### src/design/spq_pkg.sv
// shared constants, codes and types for the sorted priority queue
package spq_pkg;

   localparam int DEPTH   = 16;
   localparam int CNT_W   = $clog2(DEPTH + 1);
   localparam int ID_W    = 16;
   localparam int PRIO_W  = 16;
   localparam int STAT_W  = 2;
   localparam int HELD_W  = 5;
   localparam int REQ_W   = ID_W + PRIO_W;
   localparam int RSP_W   = 40;

   localparam logic CMD_ENQ = 1'b0;
   localparam logic CMD_DEQ = 1'b1;

   localparam logic [STAT_W-1:0] ST_DONE  = 2'd0;
   localparam logic [STAT_W-1:0] ST_FULL  = 2'd1;
   localparam logic [STAT_W-1:0] ST_EMPTY = 2'd2;

   typedef struct packed {
      logic enq;
      logic deq;
   } spq_cmd_type;

   typedef enum logic [1:0] {
      S_IDLE = 2'b01,
      S_HOLD = 2'b10
   } spq_state_type;

endpackage

### src/design/spq_ctrl.sv
// controller: request acceptance and response holding state machine
module spq_ctrl
   import spq_pkg::*;
(
   input  logic        clock,
   input  logic        reset,
   input  logic        req_tvalid,
   output logic        req_tready,
   input  logic        req_cmd,
   output logic        rsp_tvalid,
   input  logic        rsp_tready,
   output spq_cmd_type cmd
);

   spq_state_type state_ff, state_in;
   logic          accept;

   always_comb begin
      req_tready = 1'b0;
      case (state_ff)
         S_IDLE: req_tready = 1'b1;
         S_HOLD: req_tready = rsp_tready;
         default: req_tready = 1'b0;
      endcase
   end

   assign accept     = req_tvalid && req_tready;
   assign rsp_tvalid = (state_ff == S_HOLD);
   assign cmd.enq    = accept && (req_cmd == CMD_ENQ);
   assign cmd.deq    = accept && (req_cmd == CMD_DEQ);

   always_comb begin
      state_in = state_ff;
      case (state_ff)
         S_IDLE: if (accept) begin
            state_in = S_HOLD;
         end
         S_HOLD: if (rsp_tready && !accept) begin
            state_in = S_IDLE;
         end
         default: state_in = S_IDLE;
      endcase
   end

   always_ff @(posedge clock) begin
      if (reset) begin
         state_ff <= S_IDLE;
      end else begin
         state_ff <= state_in;
      end
   end

endmodule

### src/design/spq_datapath.sv
// datapath: sorted shift-register cells, entry count and response registers
module spq_datapath
   import spq_pkg::*;
(
   input  logic              clock,
   input  logic              reset,
   input  spq_cmd_type       cmd,
   input  logic [ID_W-1:0]   job_id,
   input  logic [PRIO_W-1:0] job_priority,
   output logic [STAT_W-1:0] status,
   output logic [ID_W-1:0]   head_id,
   output logic [PRIO_W-1:0] head_priority,
   output logic [HELD_W-1:0] held_count
);

   logic [ID_W-1:0]   id_ff [DEPTH];
   logic [ID_W-1:0]   id_in [DEPTH];
   logic [PRIO_W-1:0] pr_ff [DEPTH];
   logic [PRIO_W-1:0] pr_in [DEPTH];
   logic [DEPTH-1:0]  gt;
   logic [CNT_W-1:0]  count_ff, count_in;
   logic [STAT_W-1:0] status_ff, status_in;
   logic [ID_W-1:0]   head_id_ff, head_id_in;
   logic [PRIO_W-1:0] head_pr_ff, head_pr_in;
   logic [CNT_W-1:0]  held_ff;
   logic [31:0]       held_ext;
   logic              full, empty, do_enq, do_deq;

   assign full   = (count_ff == CNT_W'(DEPTH));
   assign empty  = (count_ff == '0);
   assign do_enq = cmd.enq && !full;
   assign do_deq = cmd.deq && !empty;

   // every live cell compares against the new priority at once
   always_comb begin
      for (int i = 0; i < DEPTH; i++) begin
         gt[i] = (CNT_W'(i) < count_ff) && ($signed(pr_ff[i]) > $signed(job_priority));
      end
   end

   always_comb begin
      for (int i = 0; i < DEPTH; i++) begin
         id_in[i] = id_ff[i];
         pr_in[i] = pr_ff[i];
         if (do_enq) begin
            if (i > 0 && gt[(i > 0) ? i - 1 : 0]) begin
               id_in[i] = id_ff[(i > 0) ? i - 1 : 0];
               pr_in[i] = pr_ff[(i > 0) ? i - 1 : 0];
            end else if (gt[i] || CNT_W'(i) == count_ff) begin
               id_in[i] = job_id;
               pr_in[i] = job_priority;
            end
         end else if (do_deq && i < DEPTH - 1) begin
            id_in[i] = id_ff[(i < DEPTH - 1) ? i + 1 : i];
            pr_in[i] = pr_ff[(i < DEPTH - 1) ? i + 1 : i];
         end
      end
   end

   always_comb begin
      count_in   = count_ff;
      status_in  = ST_DONE;
      head_id_in = '0;
      head_pr_in = '0;
      if (do_enq) begin
         count_in = count_ff + 1'b1;
      end else if (do_deq) begin
         count_in   = count_ff - 1'b1;
         head_id_in = id_ff[0];
         head_pr_in = pr_ff[0];
      end else if (cmd.enq) begin
         status_in = ST_FULL;
      end else if (cmd.deq) begin
         status_in = ST_EMPTY;
      end
   end

   always_ff @(posedge clock) begin
      if (reset) begin
         count_ff <= '0;
      end else begin
         count_ff <= count_in;
      end
   end

   always_ff @(posedge clock) begin
      for (int i = 0; i < DEPTH; i++) begin
         id_ff[i] <= id_in[i];
         pr_ff[i] <= pr_in[i];
      end
      if (cmd.enq || cmd.deq) begin
         status_ff  <= status_in;
         head_id_ff <= head_id_in;
         head_pr_ff <= head_pr_in;
         held_ff    <= count_in;
      end
   end

   // count reported modulo 32
   assign held_ext      = 32'(held_ff);
   assign status        = status_ff;
   assign head_id       = head_id_ff;
   assign head_priority = head_pr_ff;
   assign held_count    = held_ext[HELD_W-1:0];

endmodule

### src/design/sorted_priority_queue.sv
// top level of the sorted priority queue
//
// channel  direction  payload
// req      in         tuser: cmd; tdata: job_id, job_priority
// rsp      out        tuser: status; tdata: head_id, head_priority, held_count
//
// one request per cycle unless rsp stalls; each is sorted into the cell row when accepted
// the response is registered and appears the cycle after acceptance
// a stalled response holds off new requests; one is taken as the old response is taken
// synchronous reset empties the queue; cell contents are not cleared
module sorted_priority_queue
   import spq_pkg::*;
(
   input  logic             clock,
   input  logic             reset,
   input  logic             req_tvalid,
   output logic             req_tready,
   input  logic [REQ_W-1:0] req_tdata,   // job_id, job_priority
   input  logic [0:0]       req_tuser,   // cmd
   output logic             rsp_tvalid,
   input  logic             rsp_tready,
   output logic [RSP_W-1:0] rsp_tdata,   // head_id, head_priority, held_count, zero pad
   output logic [STAT_W-1:0] rsp_tuser   // status
);

   spq_cmd_type       cmd;
   logic [ID_W-1:0]   head_id;
   logic [PRIO_W-1:0] head_priority;
   logic [HELD_W-1:0] held_count;

   spq_ctrl u_ctrl (
      .clock      (clock),
      .reset      (reset),
      .req_tvalid (req_tvalid),
      .req_tready (req_tready),
      .req_cmd    (req_tuser[0]),
      .rsp_tvalid (rsp_tvalid),
      .rsp_tready (rsp_tready),
      .cmd        (cmd)
   );

   spq_datapath u_datapath (
      .clock         (clock),
      .reset         (reset),
      .cmd           (cmd),
      .job_id        (req_tdata[ID_W-1:0]),
      .job_priority  (req_tdata[REQ_W-1:ID_W]),
      .status        (rsp_tuser),
      .head_id       (head_id),
      .head_priority (head_priority),
      .held_count    (held_count)
   );

   assign rsp_tdata = {{(RSP_W - ID_W - PRIO_W - HELD_W){1'b0}},
                       held_count, head_priority, head_id};

endmodule

### config.mk
export PLATFORM = sky130hd
export DESIGN_NAME = sorted_priority_queue
export DESIGN_NICKNAME = d
export VERILOG_FILES = /design/src/design/spq_pkg.sv /design/src/design/spq_ctrl.sv /design/src/design/spq_datapath.sv /design/src/design/sorted_priority_queue.sv
export SDC_FILE = /design/constraint.sdc
export NUM_CORES = 2
export LEC_CHECK = 0
export BUFFER_PORTS_ARGS = -buffer_cell sky130_fd_sc_hd__buf_2
export CORE_MARGIN = 2
export CORE_UTILIZATION = 50
export CTS_CLUSTER_DIAMETER = 40
export DETAILED_ROUTE_END_ITERATION = 10
export PLACE_DENSITY_LB_ADDON = 0.1
export SLEW_MARGIN = 0
export SYNTH_ARGS = -nofsm -noshare
export SYNTH_HDL_FRONTEND = slang
export SYNTH_SLANG_ARGS = --single-unit
### constraint.sdc
create_clock -name clock -period 7.4 [get_ports clock]
set_input_delay 0.37 -clock clock [delete_from_list [all_inputs] [get_ports clock]]
set_output_delay 0.37 -clock clock [all_outputs]
set_load 0.005 [all_outputs]
# Yosys cells after proc, flatten, opt, wreduce, memory -nomap -nowiden
# Memory sizes are Yosys's and may differ from the RTL's.
# Cells that the tools add are included.
# word_totals
n_memories	2
output_inout_bits	44
mem_bits_ro	0
in_bits	37
register_bits	46
ram_bits	512
latch_bits	0
word_cells	244
# mem_list
memory	depth	width	read_ports	rd_clocked_by_memory_dff	write_ports	line_no	text
u_datapath.id_ff	16	16	16	0	16	spq_datapath.sv:16	logic [ID_W-1:0] id_ff [DEPTH];
u_datapath.pr_ff	16	16	16	0	16	spq_datapath.sv:18	logic [PRIO_W-1:0] pr_ff [DEPTH];
# op_classes
n_mux	132
bitwise	2
reduce_logical	47
order_cmp	32
n_eq_ne	20
n_div	0
n_shift	0
add_sub_neg	2
mul	0
# op_table
cell	n
16-bit 2-to-1 mux	124
16-bit > comparator	16
4-bit by 5-bit equality test with 1-bit output, first input constant	8
4-bit by 5-bit less-than comparator with 1-bit output, first input constant	8
1-bit logical AND	22
3-bit by 5-bit equality test with 1-bit output, first input constant	4
3-bit by 5-bit less-than comparator with 1-bit output, first input constant	4
1-bit logical OR	17
2-bit by 5-bit equality test with 1-bit output, first input constant	2
1-bit by 5-bit less-than comparator with 1-bit output, first input constant	2
2-bit by 5-bit less-than comparator with 1-bit output, first input constant	2
5-bit 2-to-1 mux	2
2-bit 2-to-1 mux	3
5-bit by 1-bit adder with 5-bit output, second input constant	1
1-bit by 5-bit equality test with 1-bit output, first input constant	1
5-bit equality test, second input constant	1
5-bit logical NOT	1
5-bit by 1-bit subtractor with 5-bit output, second input constant	1
2-bit by 1-bit inequality test with 1-bit output, second input constant	2
2-bit case mux with 2 select lines	1
2-bit OR reduction	2
1-bit logical NOT	3
3-bit OR reduction	1
2-bit by 1-bit equality test with 1-bit output, second input constant	1
other kinds (5)	6

# Logic depth before layout (Yosys ltp)
# logic_depth
ltp_word	7
depth_mapped	12

# Hierarchy
# Synthesis repeated with hierarchy kept, for this count alone.
# hier_totals
cells_unflattened	3355
area_unflattened_um2	34739.6
# modules_own_cells
mod	instances	cells_each	area_per_inst_um2
spq_datapath	1	3334	34566.9
spq_ctrl	1	17	146.4
sorted_priority_queue	1	4	26.3

# Least setup slack after synthesis
# OpenSTA, ideal clock, no wires.
# synth_timing
path_kind	reg-to-reg
from	register u_ctrl.state_ff[0] (netlist name)
to	memory u_datapath.id_ff[15][0] (netlist: u_datapath.id_ff[1][112]) (enable)
path_buffers	4
setup_slack_ps	2321
setup_time_ps	472
arrival_time_ps	4607
synth_period_minus_slack_ps	5079
stages_incl_launch_ff	12
t_required_ps	6928
cell_sequence	dfxtp_1 inv_1 ha_1 nand2b_1 nor3_1 clkbuf_1 and2_1 clkbuf_1 clkbuf_1 buf_2 nand2_1 o32ai_1
# synth_lines
element	line_no
end: declaration	spq_datapath.sv:16

==> impl_metrics.csv <==
group,metric,value,unit
run_status,status,"finished, final reports clean",
logic_synthesis,muxShareOfSynthArea,0.00590,
sta,worstMarginPinSlew,1350,ps
finish,final_nets,3505,
finish,drive_gt1_frac,0.125,
critical_path,crit_path_end_kind,"flop",
floorplanning,placementRows,95,
global_routing,grt_overflow,0,
clock_tree,root_buffer,"clkbuf_16",
logic_synthesis,async_flop_share,0,
logic_synthesis,syn_inst,3253,
logic_synthesis,ys.flop_type,"edfxtp_1",
place,place_ws,2230,ps
critical_path,crit_type,"reg -> reg",
logic_synthesis,synth_top_area_cell,"edfxtp_1",
floorplanning,die_area,70500,µm²
global_routing,grt_max_degree,220,
global_routing,antenna_found_initial,0,
clock_tree,cts_setup_buffers,0,
sta,fin_crit_sh,0.633,
sta,setup_viol,0,
clock_tree,h-tree-depth,3,
critical_path,startpoint_type,"flop",
floorplanning,io_pins,81,
power_and_ir_drop,power_density,460,nW/µm²
sta,period_needed,4690,ps
clock_tree,clock-sinks,558,
clock_tree,hold_buffers,1,
logic_synthesis,yosys_warnings,0,
clock_tree,cts_buffers,107,
logic_synthesis,synth_cell_types,73,
logic_synthesis,synthSimpleGateAreaFrac,0.130,
logic_synthesis,seq_area_frac_synth,0.488,
place,port_buffers,77,
drt,vias,28846,
logic_synthesis,synth-xor-area-share,0.00103,
sta,fin_ws,2710,ps
place,dp_hpwl,79700,µm
logic_synthesis,synth.top_cell.area_share,0.484,
drt,antenna_left,0,
logic_synthesis,synth_top_family_by_area,"compound AO/OA/AOI/OAI gates",
critical_path,crit_required,7650,ps
finish,layout.cells.most_common,"edfxtp_1",
clock_tree,cts_resized,0,
job,max_cap_viol_count,0,
sta,fmax,213,MHz
sta,finalMaxSlewViolations,0,
power_and_ir_drop,irDropWorstVdd,438,µV
sta,setup_tns,0,ps
finish,syn2layout_area_growth,15.2,%
finish,fillers,5585,
logic_synthesis,synth.avg_cell_area,10.5,µm²
floorplanning,core-area,67400,µm²
finish,utilization,0.584,
clock_tree,cts_tree,"yes",
logic_synthesis,synth.top_cells.by_area,"edfxtp_1 (48%), a221o_1 (12%), ha_1 (9.6%), a21oi_1 (5.3%), nand2_1 (5.1%)",
drt,viasPerCell,6.92,
power_and_ir_drop,p_leak,13.8,nW
logic_synthesis,synthAdderAreaFrac,0.0963,
global_routing,grt_first_pass_wirelength,174000,µm
drt,drt_iter0_markers,3428,
logic_synthesis,ys_seq_elements,558,
logic_synthesis,synth_edf_count,551,
critical_path,crit_arrival,4940,ps
clock_tree,clkSlewWorstSetupHoldPaths,50,ps
drt,drt-total-wl,114000,µm
finish,final_cell_mix,"edfxtp_1 (551), nand2_1 (459), a221o_1 (413), a21oi_1 (359), ha_1 (263)",
drt,post_drt_wl_per_cell,27.4,µm
logic_synthesis,synth_compound_area_frac,0.233,
worst_hold_path,hold_class,"in -> reg",
floorplanning,die_w,265,µm
sta,rsz0062_at_grt,"false",
drt,dr.pass1.iters,8,
global_routing,grtUsageTotal,0.316,
place,dp.cells,3968,
sta,finClkSkew,43.6,ps
floorplanning,initial_core_util,0.507,
place,place_congestion,0.916,
logic_synthesis,syn_area,34200,µm²
floorplanning,die_h,265,µm
clock_tree,clk_latency,670,ps
global_routing,grt_pass1_vias,28207,
sta,maxSlewHeadroom,0.0995,
finish,instances_no_fill,4169,
critical_path,path_max_fanout,33,
clock_tree,clockBufferDepth,3,
drt,drc,0,
sta,final-hold-violation-count,0,
-- flip-flops by register name, summed over array words and instances, names as in the netlist --
signal / count
u_datapath.head_priority: 16
u_datapath.status: 2
u_datapath.head_id: 16
u_datapath.id_ff: 256
u_datapath.pr_ff: 256
u_datapath.held_count: 5
u_datapath.count_ff: 5
u_ctrl.state_ff: 2
-- cell type report --
cell class              count  area (µm²)  share of cell area
inverters                  60         225             0.00572
diodes                      2        5.00            0.000127
flip-flops and latches    558       16700               0.424
well taps                 873        1090              0.0277
multi-input cells        2301       16400               0.417
repair buffers            177        1180              0.0299
clock inverters            73        1010              0.0257
clock buffers             125        2770              0.0702
-- synth_stat cells (4+ instances only) --
library cell,n
nor4_1,75
a31oi_1,40
o221ai_1,12
ha_1,263
o311ai_1,5
a21oi_1,360
and2_1,44
a211oi_1,9
or4_1,8
a221oi_1,4
nand4_1,47
nor3_1,56
nand3_1,72
o21ai_0,73
a2111oi_0,5
inv_1,60
a22oi_1,4
buf_1,17
nand2b_1,5
edfxtp_1,551
dfxtp_1,7
a221o_1,413
o21bai_1,4
o211ai_1,9
nor2b_1,20
a21o_1,59
or3_1,6
and4_1,7
nand2_1,460
mux2_2,17
a41oi_1,18
o21a_1,8
and3_1,26
clkbuf_1,287
a41o_1,4
buf_2,26
a2111o_1,4
nor2_1,109
-- critical path, stage by stage (launching register included) --
cell,delay (ps)
edfxtp_1,480
ha_1,360
nand4_1,230
a2111oi_0,890
o311a_1,1010
nor2_1,290
a41oi_4,990
-- final timing paths --
| check | slack, ps | endpoint | cells after the start | start |
|---|---|---|---|---|
| max | 2710 | u_datapath.pr_ff[0][109] | 6 | u_datapath.pr_ff[0][107] |
| min | 80 | u_datapath.status[0] | 2 | req_tuser |
| max reg2reg | 2710 | u_datapath.pr_ff[0][109] | 6 | u_datapath.pr_ff[0][107] |
| min reg2reg | 520 | u_ctrl.state_ff[1] | 1 | u_ctrl.state_ff[1] |
-- per-stage QoR --
step           instance area, µm²  total power, mW  hold slack, ps
6_report                    39400             18.1            78.2
4_1_cts                     39400             18.0            47.2
5_1_grt                     39400             18.9            72.2
3_3_place_gp                35600             12.7             476
2_1_floorplan               34200             10.6             442
3_5_place_dp                35600             12.9             505
-- kinds of logic after synthesis --
family          Yosys count
buf+inv                 396
xor+xnor                  4
flops                   558
other cells               1
compound gates         1059
fa+ha+maj               263
mux                      18
simple gates            954
-- power breakdown --
| group | switching, mW | internal [mW] |
|---|---|---|
| Clock | 1.72 | 3.37 |
| Combinational | 4.21 | 2.38 |
| Sequential | 0.914 | 5.50 |
-- per-layer routing --
layer	global-route usage	routed length, µm	vias up
met5	0	0	-
met4	0.149	5120	0
met2	0.485	50800	1665
met3	0.0502	9740	242
li1	-	-	12835
met1	0.441	48400	14104
No activity file was read; power rests on OpenSTA's default activity.
